<file path="src/rtl/core/fte_pkg.sv">
`timescale 1ns / 1ps
// ============================================================================
// fte_pkg : shared types and constants of the fuzzy centroid estimator
// Breakpoint tables, rule table, class codes and default formats.
// ============================================================================
package fte_pkg;

    localparam int FRAC_BITS_DEF = 8;
    localparam int MU_BITS_DEF   = 15;

    // Output domain sweep over whole units
    localparam int SWEEP_LO = 150;
    localparam int SWEEP_N  = 101;

    // Strength sum below 1/NO_FIRE_SCALE counts as no rule firing
    localparam int NO_FIRE_SCALE = 10000;

    localparam int QUEUE_DEPTH = 2;

    typedef enum logic [1:0] {
        CLS_GOOD    = 2'd0,
        CLS_CAUTION = 2'd1,
        CLS_DANGER  = 2'd2
    } cls_t;

    typedef enum logic [1:0] {
        MK_ZERO = 2'd0,
        MK_ONE  = 2'd1,
        MK_RISE = 2'd2,
        MK_FALL = 2'd3
    } mem_kind_t;

    typedef struct packed {
        logic [7:0] a;
        logic [7:0] b;
        logic [7:0] c;
        logic [7:0] d;
    } brk_t;

    localparam brk_t SAT_SETS [4] = '{
        '{8'd0,  8'd0,  8'd75,  8'd80},
        '{8'd75, 8'd80, 8'd88,  8'd90},
        '{8'd85, 8'd90, 8'd94,  8'd95},
        '{8'd92, 8'd95, 8'd100, 8'd100}
    };

    localparam brk_t HR_SETS [4] = '{
        '{8'd50,  8'd50,  8'd60,  8'd70},
        '{8'd60,  8'd70,  8'd80,  8'd90},
        '{8'd80,  8'd90,  8'd100, 8'd110},
        '{8'd100, 8'd110, 8'd120, 8'd120}
    };

    localparam brk_t LVL_SETS [3] = '{
        '{8'd150, 8'd150, 8'd180, 8'd200},
        '{8'd190, 8'd200, 8'd230, 8'd240},
        '{8'd230, 8'd240, 8'd250, 8'd250}
    };

    // Row: saturation set, column: heart rate set
    localparam cls_t RULES [4][4] = '{
        '{CLS_DANGER,  CLS_DANGER,  CLS_DANGER,  CLS_DANGER},
        '{CLS_DANGER,  CLS_DANGER,  CLS_DANGER,  CLS_DANGER},
        '{CLS_CAUTION, CLS_CAUTION, CLS_DANGER,  CLS_DANGER},
        '{CLS_CAUTION, CLS_GOOD,    CLS_CAUTION, CLS_DANGER}
    };

endpackage

</file>
<file path="src/rtl/core/fte_div.sv">
`timescale 1ns / 1ps
// ============================================================================
// fte_div : restoring divider, one quotient bit per cycle
// Caller guarantees the quotient fits QUO_W bits.
// ============================================================================
module fte_div #(
    parameter int DEN_W = 13,
    parameter int QUO_W = 15
) (
    input  logic                     clk,
    input  logic                     rst_n,
    input  logic                     start,
    input  logic [DEN_W+QUO_W-1:0]   num,
    input  logic [DEN_W-1:0]         den,
    output logic                     busy,
    output logic                     done,
    output logic [QUO_W-1:0]         quo
);

    localparam int CNT_W = $clog2(QUO_W + 1);

    logic [DEN_W+QUO_W-1:0] acc_reg, acc_next;
    logic [DEN_W-1:0]       den_reg;
    logic [CNT_W-1:0]       cnt_reg, cnt_next;
    logic                   busy_reg, busy_next;
    logic                   done_reg, done_next;
    logic [DEN_W+1:0]       trial;
    logic [DEN_W-1:0]       rem_new;

    always_comb
    begin
        trial   = {1'b0, acc_reg[DEN_W+QUO_W-1:QUO_W], acc_reg[QUO_W-1]} - {2'b00, den_reg};
        rem_new = trial[DEN_W+1] ? {acc_reg[DEN_W+QUO_W-2:QUO_W], acc_reg[QUO_W-1]}
                                 : trial[DEN_W-1:0];
        acc_next  = acc_reg;
        cnt_next  = cnt_reg;
        busy_next = busy_reg;
        done_next = 1'b0;
        if (start)
        begin
            acc_next  = num;
            cnt_next  = CNT_W'(QUO_W);
            busy_next = 1'b1;
        end
        else if (busy_reg)
        begin
            acc_next = {rem_new, acc_reg[QUO_W-2:0], ~trial[DEN_W+1]};
            cnt_next = cnt_reg - 1'b1;
            if (cnt_reg == CNT_W'(1))
            begin
                busy_next = 1'b0;
                done_next = 1'b1;
            end
        end
    end

    always_ff @(posedge clk or negedge rst_n)
    begin
        if (!rst_n)
        begin
            busy_reg <= 1'b0;
            done_reg <= 1'b0;
            cnt_reg  <= '0;
        end
        else
        begin
            busy_reg <= busy_next;
            done_reg <= done_next;
            cnt_reg  <= cnt_next;
        end
    end

    always_ff @(posedge clk)
    begin
        acc_reg <= acc_next;
        if (start)
        begin
            den_reg <= den;
        end
    end

    assign busy = busy_reg;
    assign done = done_reg;
    assign quo  = acc_reg[QUO_W-1:0];

    a_start_idle: assert property (@(posedge clk) disable iff (!rst_n)
        start |-> !busy_reg)
        else $error("divider restarted while busy");

endmodule

</file>
<file path="src/rtl/core/fte_member.sv">
`timescale 1ns / 1ps
// ============================================================================
// fte_member : trapezoid region classifier
// Give flat membership directly, or the dividend and divisor of an edge.
// ============================================================================
module fte_member #(
    parameter int FRAC_BITS = 8,
    parameter int MU_BITS   = 15
) (
    input  logic [((FRAC_BITS + 8 > 16) ? FRAC_BITS + 8 : 16)-1:0] x,
    input  fte_pkg::brk_t                                          set,
    output fte_pkg::mem_kind_t                                     kind,
    output logic [FRAC_BITS+5+MU_BITS-1:0]                         num,
    output logic [FRAC_BITS+5-1:0]                                 den
);
    import fte_pkg::*;

    localparam int XW = (FRAC_BITS + 8 > 16) ? FRAC_BITS + 8 : 16;

    logic [XW-1:0] pa, pb, pc, pd;
    logic [XW-1:0] diff_r, diff_f;
    logic [7:0]    span_r, span_f;

    always_comb
    begin
        pa     = XW'({set.a, {FRAC_BITS{1'b0}}});
        pb     = XW'({set.b, {FRAC_BITS{1'b0}}});
        pc     = XW'({set.c, {FRAC_BITS{1'b0}}});
        pd     = XW'({set.d, {FRAC_BITS{1'b0}}});
        diff_r = x - pa;
        diff_f = pd - x;
        span_r = set.b - set.a;
        span_f = set.d - set.c;
        num    = {diff_r[FRAC_BITS+4:0], {MU_BITS{1'b0}}};
        den    = {span_r[4:0], {FRAC_BITS{1'b0}}};
        if (x <= pa)
        begin
            kind = (set.a == set.b) ? MK_ONE : MK_ZERO;
        end
        else if (x >= pd)
        begin
            kind = (set.c == set.d) ? MK_ONE : MK_ZERO;
        end
        else if (x >= pb && x <= pc)
        begin
            kind = MK_ONE;
        end
        else if (x < pb)
        begin
            kind = MK_RISE;
        end
        else
        begin
            kind = MK_FALL;
            num  = {diff_f[FRAC_BITS+4:0], {MU_BITS{1'b0}}};
            den  = {span_f[4:0], {FRAC_BITS{1'b0}}};
        end
    end

endmodule

</file>
<file path="src/rtl/core/fte_front.sv">
`timescale 1ns / 1ps
// ============================================================================
// fte_front : input fuzzification and rule evaluation
// Take one word, build eight memberships, fold 16 rules into three strengths.
// ============================================================================
module fte_front #(
    parameter int FRAC_BITS = fte_pkg::FRAC_BITS_DEF,
    parameter int MU_BITS   = fte_pkg::MU_BITS_DEF
) (
    input  logic                       clk,
    input  logic                       rst_n,
    input  logic                       in_valid,
    output logic                       in_stall,
    input  logic [15:0]                saturation,
    input  logic [15:0]                heart_rate,
    input  logic                       q_full,
    output logic                       q_push,
    output logic [3*(MU_BITS+1)-1:0]   q_data
);
    import fte_pkg::*;

    localparam int XW  = (FRAC_BITS + 8 > 16) ? FRAC_BITS + 8 : 16;
    localparam int DW  = FRAC_BITS + 5;
    localparam int MUW = MU_BITS + 1;

    typedef enum logic [4:0] {
        F_IDLE = 5'b00001,
        F_EVAL = 5'b00010,
        F_DIV  = 5'b00100,
        F_RULE = 5'b01000,
        F_PUSH = 5'b10000
    } front_state_t;

    front_state_t    state_reg, state_next;
    logic [2:0]      idx_reg, idx_next;
    logic [15:0]     sat_reg, hr_reg;
    logic [MUW-1:0]  mus_reg [4];
    logic [MUW-1:0]  muh_reg [4];
    logic [MUW-1:0]  str_reg [3];
    logic [MUW-1:0]  str_next [3];
    logic [MUW-1:0]  str_row [3];

    logic [XW-1:0]          x_sel;
    brk_t                   set_sel;
    mem_kind_t              kind;
    logic [DW+MU_BITS-1:0]  div_num;
    logic [DW-1:0]          div_den;
    logic                   div_start, div_busy, div_done;
    logic [MU_BITS-1:0]     div_quo;
    logic                   mu_we, adv;
    logic [MUW-1:0]         mu_wdata;

    always_comb
    begin
        x_sel   = idx_reg[2] ? XW'(hr_reg) : XW'(sat_reg);
        set_sel = idx_reg[2] ? HR_SETS[idx_reg[1:0]] : SAT_SETS[idx_reg[1:0]];
    end

    fte_member #(
        .FRAC_BITS (FRAC_BITS),
        .MU_BITS   (MU_BITS)
    ) u_member (
        .x    (x_sel),
        .set  (set_sel),
        .kind (kind),
        .num  (div_num),
        .den  (div_den)
    );

    fte_div #(
        .DEN_W (DW),
        .QUO_W (MU_BITS)
    ) u_div (
        .clk   (clk),
        .rst_n (rst_n),
        .start (div_start),
        .num   (div_num),
        .den   (div_den),
        .busy  (div_busy),
        .done  (div_done),
        .quo   (div_quo)
    );

    // One saturation row of the rule table per cycle
    always_comb
    begin
        logic [MUW-1:0] row_mu;
        logic [MUW-1:0] s;
        logic [MUW-1:0] acc;
        row_mu = mus_reg[idx_reg[1:0]];
        for (int c = 0; c < 3; c++)
        begin
            acc = str_reg[c];
            for (int j = 0; j < 4; j++)
            begin
                s = (row_mu < muh_reg[j]) ? row_mu : muh_reg[j];
                if (RULES[idx_reg[1:0]][j] == cls_t'(c) && s > acc)
                begin
                    acc = s;
                end
            end
            str_row[c] = acc;
        end
    end

    always_comb
    begin
        state_next = state_reg;
        idx_next   = idx_reg;
        str_next   = str_reg;
        div_start  = 1'b0;
        mu_we      = 1'b0;
        mu_wdata   = '0;
        adv        = 1'b0;
        q_push     = 1'b0;
        unique case (state_reg)
            F_IDLE:
            begin
                if (in_valid)
                begin
                    state_next = F_EVAL;
                    idx_next   = '0;
                end
            end
            F_EVAL:
            begin
                if (kind == MK_RISE || kind == MK_FALL)
                begin
                    div_start  = 1'b1;
                    state_next = F_DIV;
                end
                else
                begin
                    mu_we    = 1'b1;
                    mu_wdata = (kind == MK_ONE) ? {1'b1, {MU_BITS{1'b0}}} : '0;
                    adv      = 1'b1;
                end
            end
            F_DIV:
            begin
                if (div_done)
                begin
                    mu_we    = 1'b1;
                    mu_wdata = {1'b0, div_quo};
                    adv      = 1'b1;
                end
            end
            F_RULE:
            begin
                str_next = str_row;
                if (idx_reg == 3'd3)
                begin
                    state_next = F_PUSH;
                end
                else
                begin
                    idx_next = idx_reg + 3'd1;
                end
            end
            F_PUSH:
            begin
                if (!q_full)
                begin
                    q_push     = 1'b1;
                    state_next = F_IDLE;
                end
            end
            default:
            begin
                state_next = F_IDLE;
            end
        endcase
        // advance to the next set, or on to the rules after the last one
        if (adv)
        begin
            if (idx_reg == 3'd7)
            begin
                state_next = F_RULE;
                idx_next   = '0;
                for (int c = 0; c < 3; c++)
                begin
                    str_next[c] = '0;
                end
            end
            else
            begin
                state_next = F_EVAL;
                idx_next   = idx_reg + 3'd1;
            end
        end
    end

    always_ff @(posedge clk or negedge rst_n)
    begin
        if (!rst_n)
        begin
            state_reg <= F_IDLE;
            idx_reg   <= '0;
        end
        else
        begin
            state_reg <= state_next;
            idx_reg   <= idx_next;
        end
    end

    always_ff @(posedge clk)
    begin
        if (state_reg == F_IDLE && in_valid)
        begin
            sat_reg <= saturation;
            hr_reg  <= heart_rate;
        end
        if (mu_we)
        begin
            if (idx_reg[2])
            begin
                muh_reg[idx_reg[1:0]] <= mu_wdata;
            end
            else
            begin
                mus_reg[idx_reg[1:0]] <= mu_wdata;
            end
        end
        str_reg <= str_next;
    end

    assign in_stall = (state_reg != F_IDLE);
    assign q_data   = {str_reg[2], str_reg[1], str_reg[0]};

    a_div_in_div: assert property (@(posedge clk) disable iff (!rst_n)
        (state_reg == F_DIV) |-> (div_busy || div_done))
        else $error("front waits on an idle divider");

endmodule

</file>
<file path="src/rtl/core/fte_queue.sv">
`timescale 1ns / 1ps
// ============================================================================
// fte_queue : short strength queue between front and back
// Hold up to QUEUE_DEPTH strength triples.
// ============================================================================
module fte_queue #(
    parameter int W = 48
) (
    input  logic         clk,
    input  logic         rst_n,
    input  logic         push,
    input  logic [W-1:0] push_data,
    output logic         full,
    input  logic         pop,
    output logic [W-1:0] pop_data,
    output logic         empty
);
    import fte_pkg::*;

    localparam int PTR_W = (QUEUE_DEPTH > 1) ? $clog2(QUEUE_DEPTH) : 1;
    localparam int CNT_W = $clog2(QUEUE_DEPTH + 1);

    logic [W-1:0]     slot_reg [QUEUE_DEPTH];
    logic [PTR_W-1:0] wr_reg, wr_next, rd_reg, rd_next;
    logic [CNT_W-1:0] cnt_reg, cnt_next;

    always_comb
    begin
        wr_next  = wr_reg;
        rd_next  = rd_reg;
        cnt_next = cnt_reg;
        if (push)
        begin
            wr_next = (wr_reg == PTR_W'(QUEUE_DEPTH - 1)) ? '0 : wr_reg + 1'b1;
        end
        if (pop)
        begin
            rd_next = (rd_reg == PTR_W'(QUEUE_DEPTH - 1)) ? '0 : rd_reg + 1'b1;
        end
        if (push && !pop)
        begin
            cnt_next = cnt_reg + 1'b1;
        end
        else if (pop && !push)
        begin
            cnt_next = cnt_reg - 1'b1;
        end
    end

    always_ff @(posedge clk or negedge rst_n)
    begin
        if (!rst_n)
        begin
            wr_reg  <= '0;
            rd_reg  <= '0;
            cnt_reg <= '0;
        end
        else
        begin
            wr_reg  <= wr_next;
            rd_reg  <= rd_next;
            cnt_reg <= cnt_next;
        end
    end

    always_ff @(posedge clk)
    begin
        if (push)
        begin
            slot_reg[wr_reg] <= push_data;
        end
    end

    assign full     = (cnt_reg == CNT_W'(QUEUE_DEPTH));
    assign empty    = (cnt_reg == '0);
    assign pop_data = slot_reg[rd_reg];

    a_no_overflow: assert property (@(posedge clk) disable iff (!rst_n)
        push |-> !full)
        else $error("push into full queue");

    a_no_underflow: assert property (@(posedge clk) disable iff (!rst_n)
        pop |-> !empty)
        else $error("pop from empty queue");

endmodule

</file>
<file path="src/rtl/core/fte_back.sv">
`timescale 1ns / 1ps
// ============================================================================
// fte_back : aggregation sweep, centroid divide and class pick
// Sweep the clipped output sets, divide, then rate the centroid; if no rule fires, give zero and good.
// ============================================================================
module fte_back #(
    parameter int FRAC_BITS = fte_pkg::FRAC_BITS_DEF,
    parameter int MU_BITS   = fte_pkg::MU_BITS_DEF
) (
    input  logic                      clk,
    input  logic                      rst_n,
    input  logic                      q_empty,
    output logic                      q_pop,
    input  logic [3*(MU_BITS+1)-1:0]  q_data,
    output logic                      out_valid,
    input  logic                      out_stall,
    output logic [15:0]               estimate,
    output logic [1:0]                level_class
);
    import fte_pkg::*;

    localparam int XW     = (FRAC_BITS + 8 > 16) ? FRAC_BITS + 8 : 16;
    localparam int DW     = FRAC_BITS + 5;
    localparam int MUW    = MU_BITS + 1;
    localparam int CW     = FRAC_BITS + 8;
    localparam int SUM_W  = MU_BITS + 8;
    localparam int NUM_W  = MU_BITS + 16;
    localparam int PT_W   = $clog2(SWEEP_N);
    localparam int DEN_MIN = ((1 << MU_BITS) + NO_FIRE_SCALE - 1) / NO_FIRE_SCALE;

    typedef enum logic [7:0] {
        B_IDLE  = 8'b00000001,
        B_SWEEP = 8'b00000010,
        B_CHECK = 8'b00000100,
        B_DIV   = 8'b00001000,
        B_EVAL  = 8'b00010000,
        B_MDIV  = 8'b00100000,
        B_CLS   = 8'b01000000,
        B_OUT   = 8'b10000000
    } back_state_t;

    back_state_t      state_reg, state_next;
    logic [PT_W-1:0]  pt_reg;
    logic [1:0]       idx_reg;
    logic [MUW-1:0]   str_reg [3];
    logic [NUM_W-1:0] num_reg;
    logic [SUM_W-1:0] den_reg;
    logic [CW-1:0]    crisp_reg;
    logic [MUW-1:0]   mlv_reg [3];
    logic [15:0]      est_reg;
    cls_t             cls_reg;

    logic [MUW-1:0]   lvl_tab [3][SWEEP_N];
    logic [MUW-1:0]   m_pt;
    logic [7:0]       x_pt;

    // Output-set membership at each whole point of the domain
    for (genvar k = 0; k < 3; k++)
    begin : g_set
        for (genvar g = 0; g < SWEEP_N; g++)
        begin : g_pt
            localparam int P   = SWEEP_LO + g;
            localparam int A   = int'(LVL_SETS[k].a);
            localparam int B   = int'(LVL_SETS[k].b);
            localparam int C   = int'(LVL_SETS[k].c);
            localparam int D   = int'(LVL_SETS[k].d);
            localparam int ONE = 1 << MU_BITS;
            localparam int RS  = (B > A) ? B - A : 1;
            localparam int FS  = (D > C) ? D - C : 1;
            localparam int V   = (P <= A) ? ((A == B) ? ONE : 0) :
                                 (P >= D) ? ((C == D) ? ONE : 0) :
                                 (P >= B && P <= C) ? ONE :
                                 (P < B) ? ((P - A) << MU_BITS) / RS :
                                           ((D - P) << MU_BITS) / FS;
            assign lvl_tab[k][g] = MUW'(V);
        end
    end

    always_comb
    begin
        logic [MUW-1:0] c0, c1, c2;
        c0   = (str_reg[0] < lvl_tab[0][pt_reg]) ? str_reg[0] : lvl_tab[0][pt_reg];
        c1   = (str_reg[1] < lvl_tab[1][pt_reg]) ? str_reg[1] : lvl_tab[1][pt_reg];
        c2   = (str_reg[2] < lvl_tab[2][pt_reg]) ? str_reg[2] : lvl_tab[2][pt_reg];
        m_pt = (c0 > c1) ? c0 : c1;
        m_pt = (m_pt > c2) ? m_pt : c2;
        x_pt = 8'(SWEEP_LO) + 8'(pt_reg);
    end

    // Centroid divider
    logic             cdiv_start, cdiv_busy, cdiv_done;
    logic [CW-1:0]    cdiv_quo;

    fte_div #(
        .DEN_W (SUM_W),
        .QUO_W (CW)
    ) u_cdiv (
        .clk   (clk),
        .rst_n (rst_n),
        .start (cdiv_start),
        .num   ({num_reg, {FRAC_BITS{1'b0}}}),
        .den   (den_reg),
        .busy  (cdiv_busy),
        .done  (cdiv_done),
        .quo   (cdiv_quo)
    );

    // Membership of the centroid in each output set
    mem_kind_t              kind;
    logic [DW+MU_BITS-1:0]  mdiv_num;
    logic [DW-1:0]          mdiv_den;
    logic                   mdiv_start, mdiv_busy, mdiv_done;
    logic [MU_BITS-1:0]     mdiv_quo;
    logic                   mu_we, adv;
    logic [MUW-1:0]         mu_wdata;

    fte_member #(
        .FRAC_BITS (FRAC_BITS),
        .MU_BITS   (MU_BITS)
    ) u_member (
        .x    (XW'(crisp_reg)),
        .set  (LVL_SETS[idx_reg]),
        .kind (kind),
        .num  (mdiv_num),
        .den  (mdiv_den)
    );

    fte_div #(
        .DEN_W (DW),
        .QUO_W (MU_BITS)
    ) u_mdiv (
        .clk   (clk),
        .rst_n (rst_n),
        .start (mdiv_start),
        .num   (mdiv_num),
        .den   (mdiv_den),
        .busy  (mdiv_busy),
        .done  (mdiv_done),
        .quo   (mdiv_quo)
    );

    logic no_fire;
    assign no_fire = (den_reg < SUM_W'(DEN_MIN));

    always_comb
    begin
        state_next = state_reg;
        q_pop      = 1'b0;
        cdiv_start = 1'b0;
        mdiv_start = 1'b0;
        mu_we      = 1'b0;
        mu_wdata   = '0;
        adv        = 1'b0;
        unique case (state_reg)
            B_IDLE:
            begin
                if (!q_empty)
                begin
                    q_pop      = 1'b1;
                    state_next = B_SWEEP;
                end
            end
            B_SWEEP:
            begin
                if (pt_reg == PT_W'(SWEEP_N - 1))
                begin
                    state_next = B_CHECK;
                end
            end
            B_CHECK:
            begin
                if (no_fire)
                begin
                    state_next = B_OUT;
                end
                else
                begin
                    cdiv_start = 1'b1;
                    state_next = B_DIV;
                end
            end
            B_DIV:
            begin
                if (cdiv_done)
                begin
                    state_next = B_EVAL;
                end
            end
            B_EVAL:
            begin
                if (kind == MK_RISE || kind == MK_FALL)
                begin
                    mdiv_start = 1'b1;
                    state_next = B_MDIV;
                end
                else
                begin
                    mu_we    = 1'b1;
                    mu_wdata = (kind == MK_ONE) ? {1'b1, {MU_BITS{1'b0}}} : '0;
                    adv      = 1'b1;
                end
            end
            B_MDIV:
            begin
                if (mdiv_done)
                begin
                    mu_we    = 1'b1;
                    mu_wdata = {1'b0, mdiv_quo};
                    adv      = 1'b1;
                end
            end
            B_CLS:
            begin
                state_next = B_OUT;
            end
            B_OUT:
            begin
                if (!out_stall)
                begin
                    state_next = B_IDLE;
                end
            end
            default:
            begin
                state_next = B_IDLE;
            end
        endcase
        if (adv)
        begin
            state_next = (idx_reg == 2'd2) ? B_CLS : B_EVAL;
        end
    end

    always_ff @(posedge clk or negedge rst_n)
    begin
        if (!rst_n)
        begin
            state_reg <= B_IDLE;
            pt_reg    <= '0;
            idx_reg   <= '0;
        end
        else
        begin
            state_reg <= state_next;
            if (q_pop)
            begin
                pt_reg <= '0;
            end
            else if (state_reg == B_SWEEP && pt_reg != PT_W'(SWEEP_N - 1))
            begin
                pt_reg <= pt_reg + 1'b1;
            end
            if (cdiv_done)
            begin
                idx_reg <= '0;
            end
            else if (adv && idx_reg != 2'd2)
            begin
                idx_reg <= idx_reg + 2'd1;
            end
        end
    end

    always_ff @(posedge clk)
    begin
        if (q_pop)
        begin
            str_reg[0] <= q_data[MUW-1:0];
            str_reg[1] <= q_data[2*MUW-1:MUW];
            str_reg[2] <= q_data[3*MUW-1:2*MUW];
            num_reg    <= '0;
            den_reg    <= '0;
        end
        else if (state_reg == B_SWEEP)
        begin
            num_reg <= num_reg + NUM_W'(x_pt) * NUM_W'(m_pt);
            den_reg <= den_reg + SUM_W'(m_pt);
        end
        if (cdiv_done)
        begin
            crisp_reg <= cdiv_quo;
        end
        if (mu_we)
        begin
            mlv_reg[idx_reg] <= mu_wdata;
        end
        if (state_reg == B_CHECK && no_fire)
        begin
            est_reg <= '0;
            cls_reg <= CLS_GOOD;
        end
        else if (state_reg == B_CLS)
        begin
            est_reg <= (crisp_reg > CW'(16'hFFFF)) ? 16'hFFFF : 16'(crisp_reg);
            if (mlv_reg[2] >= mlv_reg[1] && mlv_reg[2] >= mlv_reg[0])
            begin
                cls_reg <= CLS_DANGER;
            end
            else if (mlv_reg[1] >= mlv_reg[0])
            begin
                cls_reg <= CLS_CAUTION;
            end
            else
            begin
                cls_reg <= CLS_GOOD;
            end
        end
    end

    assign out_valid   = (state_reg == B_OUT);
    assign estimate    = est_reg;
    assign level_class = cls_reg;

    a_zero_is_good: assert property (@(posedge clk) disable iff (!rst_n)
        (out_valid && estimate == 16'd0) |-> (level_class == CLS_GOOD))
        else $error("zero estimate with a class other than good");

    a_sweep_bound: assert property (@(posedge clk) disable iff (!rst_n)
        (state_reg == B_SWEEP) |-> (pt_reg <= PT_W'(SWEEP_N - 1)))
        else $error("sweep point out of range");

    a_cdiv_wait: assert property (@(posedge clk) disable iff (!rst_n)
        (state_reg == B_DIV) |-> (cdiv_busy || cdiv_done))
        else $error("centroid wait on an idle divider");

    a_mdiv_wait: assert property (@(posedge clk) disable iff (!rst_n)
        (state_reg == B_MDIV) |-> (mdiv_busy || mdiv_done))
        else $error("class wait on an idle divider");

endmodule

</file>
<file path="src/rtl/core/fuzzy_two_input_centroid_estimator_top.sv">
`timescale 1ns / 1ps
// ============================================================================
// fuzzy_two_input_centroid_estimator_top : two-input fuzzy level estimator
// Fuzzify saturation and heart rate, infer three level strengths, defuzzify
// by centroid over 150..250 and rate the centroid as good, caution or danger.
// ============================================================================
//
//  channel | handshake            | payload
//  --------+----------------------+-----------------------------------------
//  in      | in_valid / in_stall  | saturation[15:0], heart_rate[15:0]
//  out     | out_valid / out_stall| estimate[15:0], level_class[1:0]
//
// The front builds the memberships of each word, one divider pass per sloped
//   edge, then evaluates the rules and pushes. The back sweeps the output
//   domain, divides for the centroid and once more for each sloped class
//   membership; the back's sweep and divides set the sustained rate.
// Reset: rst_n clears all control state at once; no clearing pass.
// Stalls: a two-word queue parts front and back, so the front takes a new
//   word while the back works or waits on out_stall, until the queue fills.
// ============================================================================
module fuzzy_two_input_centroid_estimator_top #(
    parameter int FRAC_BITS = fte_pkg::FRAC_BITS_DEF,
    parameter int MU_BITS   = fte_pkg::MU_BITS_DEF
) (
    input  logic        clk,
    input  logic        rst_n,
    input  logic        in_valid,
    output logic        in_stall,
    input  logic [15:0] saturation,
    input  logic [15:0] heart_rate,
    output logic        out_valid,
    input  logic        out_stall,
    output logic [15:0] estimate,
    output logic [1:0]  level_class
);
    import fte_pkg::*;

    localparam int QW = 3 * (MU_BITS + 1);

    logic          q_push, q_full, q_pop, q_empty;
    logic [QW-1:0] q_wdata, q_rdata;

    // Front: accept a word and reduce it to three class strengths
    fte_front #(
        .FRAC_BITS (FRAC_BITS),
        .MU_BITS   (MU_BITS)
    ) u_front (
        .clk        (clk),
        .rst_n      (rst_n),
        .in_valid   (in_valid),
        .in_stall   (in_stall),
        .saturation (saturation),
        .heart_rate (heart_rate),
        .q_full     (q_full),
        .q_push     (q_push),
        .q_data     (q_wdata)
    );

    // Hold strengths until the back is free
    fte_queue #(
        .W (QW)
    ) u_queue (
        .clk       (clk),
        .rst_n     (rst_n),
        .push      (q_push),
        .push_data (q_wdata),
        .full      (q_full),
        .pop       (q_pop),
        .pop_data  (q_rdata),
        .empty     (q_empty)
    );

    // Back: aggregate, divide, classify and present the result word
    fte_back #(
        .FRAC_BITS (FRAC_BITS),
        .MU_BITS   (MU_BITS)
    ) u_back (
        .clk         (clk),
        .rst_n       (rst_n),
        .q_empty     (q_empty),
        .q_pop       (q_pop),
        .q_data      (q_rdata),
        .out_valid   (out_valid),
        .out_stall   (out_stall),
        .estimate    (estimate),
        .level_class (level_class)
    );

endmodule
</file>
<file path="config.mk">
export PLATFORM = sky130hd
export DESIGN_NAME = fuzzy_two_input_centroid_estimator_top
export DESIGN_NICKNAME = d
export VERILOG_FILES = /design/src/rtl/core/fte_pkg.sv /design/src/rtl/core/fte_div.sv /design/src/rtl/core/fte_member.sv /design/src/rtl/core/fte_front.sv /design/src/rtl/core/fte_queue.sv /design/src/rtl/core/fte_back.sv /design/src/rtl/core/fuzzy_two_input_centroid_estimator_top.sv
export SDC_FILE = /design/constraint.sdc
export NUM_CORES = 2
export LEC_CHECK = 0
export BUFFER_PORTS_ARGS = -buffer_cell sky130_fd_sc_hd__buf_4
export CORE_ASPECT_RATIO = 0.6
export CORE_MARGIN = 2
export CORE_UTILIZATION = 60
export DETAILED_ROUTE_END_ITERATION = 16
export PLACE_DENSITY = 0.78
export SYNTH_ARGS = -nofsm -noshare
export SYNTH_HDL_FRONTEND = slang
export SYNTH_SLANG_ARGS = --single-unit
</file>
<file path="constraint.sdc">
create_clock -name clk -period 15.9 [get_ports clk]
set_input_delay 0 -clock clk [delete_from_list [all_inputs] [get_ports clk]]
set_output_delay 0 -clock clk [all_outputs]
set_load 0.02 [all_outputs]
</file>
==> flow_summary.toml <==
[setup_path]
cp_num_buf_inv = 8
cp-start-kind = "flop"
cpMaxStageDelayCell = "mux2i_1"
critical_path_class = "reg2reg"
slowest_delay_ps = 900
path_max_fanout = 21
required_ps = 16420
endpoint_kind = "flop"
cp_top_family = "adder cells"
arrival_ps = 15170

[placed_design]
place_ws_ps = 1738
io_buffers = 55
dp_hpwl_um = 109400
gp_congestion = 1.051
post-place-cells = 5519

[power_and_ir_drop]
leakagePower_nw = 21.37
swShare_pct = 32.51
vdd_drop_max_uv = 77.66
p_switching_mw = 1.581
p_per_area_nw_per_um2 = 96.57
internal_power_mw = 3.282
clkPwrFrac_pct = 32.0
pwr-share-comb_pct = 27.5
seq_power_share_pct = 40.5

[status]
outcome = "complete, but fails checks"
violations = "max-slew violations"

[timing]
setup_viol = 0
fin_crit_ps = 14650
tns_ps = 0
fin_hold_ws_ps = 34.17
maxSlewHeadroom_pct = -1.288
max_freq_ghz = 0.06824
timing.final.crit_share_pct = 92.16
worst_slew_pin_slew_ps = 1519
setup_slack_ps = 1247
rsz0062_at_grt = "no"
drv_slew = 1
final_hold_viol_count = 0
finClkSkew_ps = 50.86

[final_layout]
stdcell_count = 5672
area_growth_pct = 9.551
finish.utilization_pct = 66.48
nets = 5263
drive_above_1_share_pct = 9.653
antenna_cells = 0
largest_reg_flops = 96

[synthesis]
yosysUniqueCellTypes = 88
synth_nets = 5164
synth_compound_area_share_pct = 15.91
synth_ff_type = "edfxtp_1"
synth_top_family_by_area = "adder cells"
synthCells = 4521
yosysTopAreaCell = "edfxtp_1"
synth-xor-area-share_pct = 2.020
yosysMostFrequentCell = "inv_1"
synth_common_cells = "inv_1 (512), ha_1 (496), edfxtp_1 (485)"
avgSynthCellArea_um2 = 10.17
synth_mux_area_share_pct = 5.854
yosys.area_share.simple_pct = 12.21
ys_seq_elements = 661
synth_seq_area_share_pct = 39.89
synthAdderAreaFrac_pct = 18.34
synth_area_um2 = 45960
synthTopCellsByArea = "edfxtp_1 (32%), ha_1 (14%), dfxtp_1 (5.6%), fa_1 (4.8%), inv_1 (4.2%)"
synth_edf_count = 485
synth_top_cell_area_share_pct = 31.69
async_flop_share_pct = 7.262
yosysWarnings = 0

[floorplan]
pin_count = 56
coreArea_um2 = 75730
die_x_um = 361.3
num_rows = 78
die_h_um = 218.4
die_area_um2 = 78900
start_util_pct = 60.68

[cts]
cts_sinks = 661
tritoncts = "done"
clk_latency_ps = 680
cts_resized = 0
cts_buffers = 61
root_buffer = "clkbuf_16"
cts-htree-levels = 2
clk_pin_slew_ps = 70
ctsLongestPathBuffers = 3

[global_route]
grt_pass1_wl_um = 214200
track_usage_pct = 35.81
grt.overflow.total = 0
grt_max_degree = 67
first_global_vias = 34400
antenna_found_initial = 4

[drt]
wl_per_cell_um = 25.03
vias_per_cell = 6.443
ant_nets = 0
drtIter0Drc = 5042
drc = 0
drt-total-wl_um = 142000
via_count = 36540
firstDrtPassIters = 9

[hold_path]
min_path_type = "in2reg"

[job]
cap_violations = 0
## logic make-up (layout without fill, tap and decap cells)
| kind of cell | count (synthesis) | count (layout) |
|---|---|---|
| XOR/XNOR | 106 | 106 |
| AO/OA/AOI/OAI | 1049 | 1049 |
| buffers and inverters | 689 | 840 |
| adder cells (fa/ha/maj) | 607 | 607 |
| other | 1 | 1 |
| AND/OR/NAND/NOR | 1174 | 1174 |
| flip-flops | 661 | 661 |
| multiplexers | 234 | 234 |
## repair_timing
action,in CTS,in global routing
setup buffers,0,0
hold endpoints to repair,89,0
hold buffers,37,0
## final timing paths
path,slack [ps],to,depth (start not counted),start
min in group asynchronous,430,u_front.state_reg[0],3,rst_n
max reg2reg,1250,u_back.num_reg[28],50,u_back.pt_reg[1]
min reg2reg,460,u_back.crisp_reg[13],0,u_back.u_cdiv.acc_reg[13]
min,30,u_front.hr_reg[0],2,heart_rate[0]
max,1250,u_back.num_reg[28],50,u_back.pt_reg[1]
max in group asynchronous,15100,u_back.pt_reg[1],4,rst_n
## worst reg2reg max path, delay by kind of cell (launching register included)
kind	cells	cell delay, ps
adder cells (fa/ha/maj)	9	4160
AND/OR/NAND/NOR	15	3680
AO/OA/AOI/OAI	15	3100
buffers and inverters	8	1730
multiplexers	2	1050
flip-flops	1	640
XOR/XNOR	1	170
## stage by stage
stage / power, mW / instance area [um^2]
3_5_place_dp: 3.272 / 47820
3_3_place_gp: 3.235 / 47820
2_1_floorplan: 2.895 / 45960
4_1_cts: 4.822 / 50340
5_1_grt: 5.064 / 50350
6_report: 4.862 / 50350
## power groups by stage
stage          registers [mW]  logic, mW  clock network, mW
4_1_cts                  1.97       1.29               1.57
5_1_grt                  1.98       1.45               1.63
2_1_floorplan            1.99      0.905                  0
3_3_place_gp             2.00       1.23                  0
3_5_place_dp             2.00       1.27                  0
6_report                 1.97       1.34               1.56
## cell usage in the layout, fill, tap and decap left out, drive strengths merged, types with 72 or more instances in the layout
cell,synthesis,routed
inv,516,520
ha,496,496
edfxtp,485,485
nand2,362,362
nor2,306,306
a21oi,258,258
o21ai,201,201
buf,45,167
dfxtp,128,128
mux2i,121,121
fa,111,111
a21o,98,98
mux2,97,97
clkbuf,122,82
nand2b,73,73
nand3,72,72
## routing by layer
| layer | share of wire (%) | global-route usage [%] | vias to the layer above |
|---|---|---|---|
| li1 | - | - | 16660 |
| met1 | 47 | 56.59 | 17660 |
| met2 | 37 | 45.22 | 2042 |
| met3 | 16 | 15.07 | 170 |
| met4 | 1.2 | 4.833 | 8 |
| met5 | 0.13 | 1.654 | - |
## cell type report
cell class              count  area, um^2
clock inverters            33       347.8
well taps                1000        1251
repair buffers            203        1634
multi-input cells        3171       25040
inverters                 522        1961
flip-flops and latches    661       18330
fillers                  5858       25390
clock buffers              82        1780
Note: power is estimated with default switching activity, not from simulation.
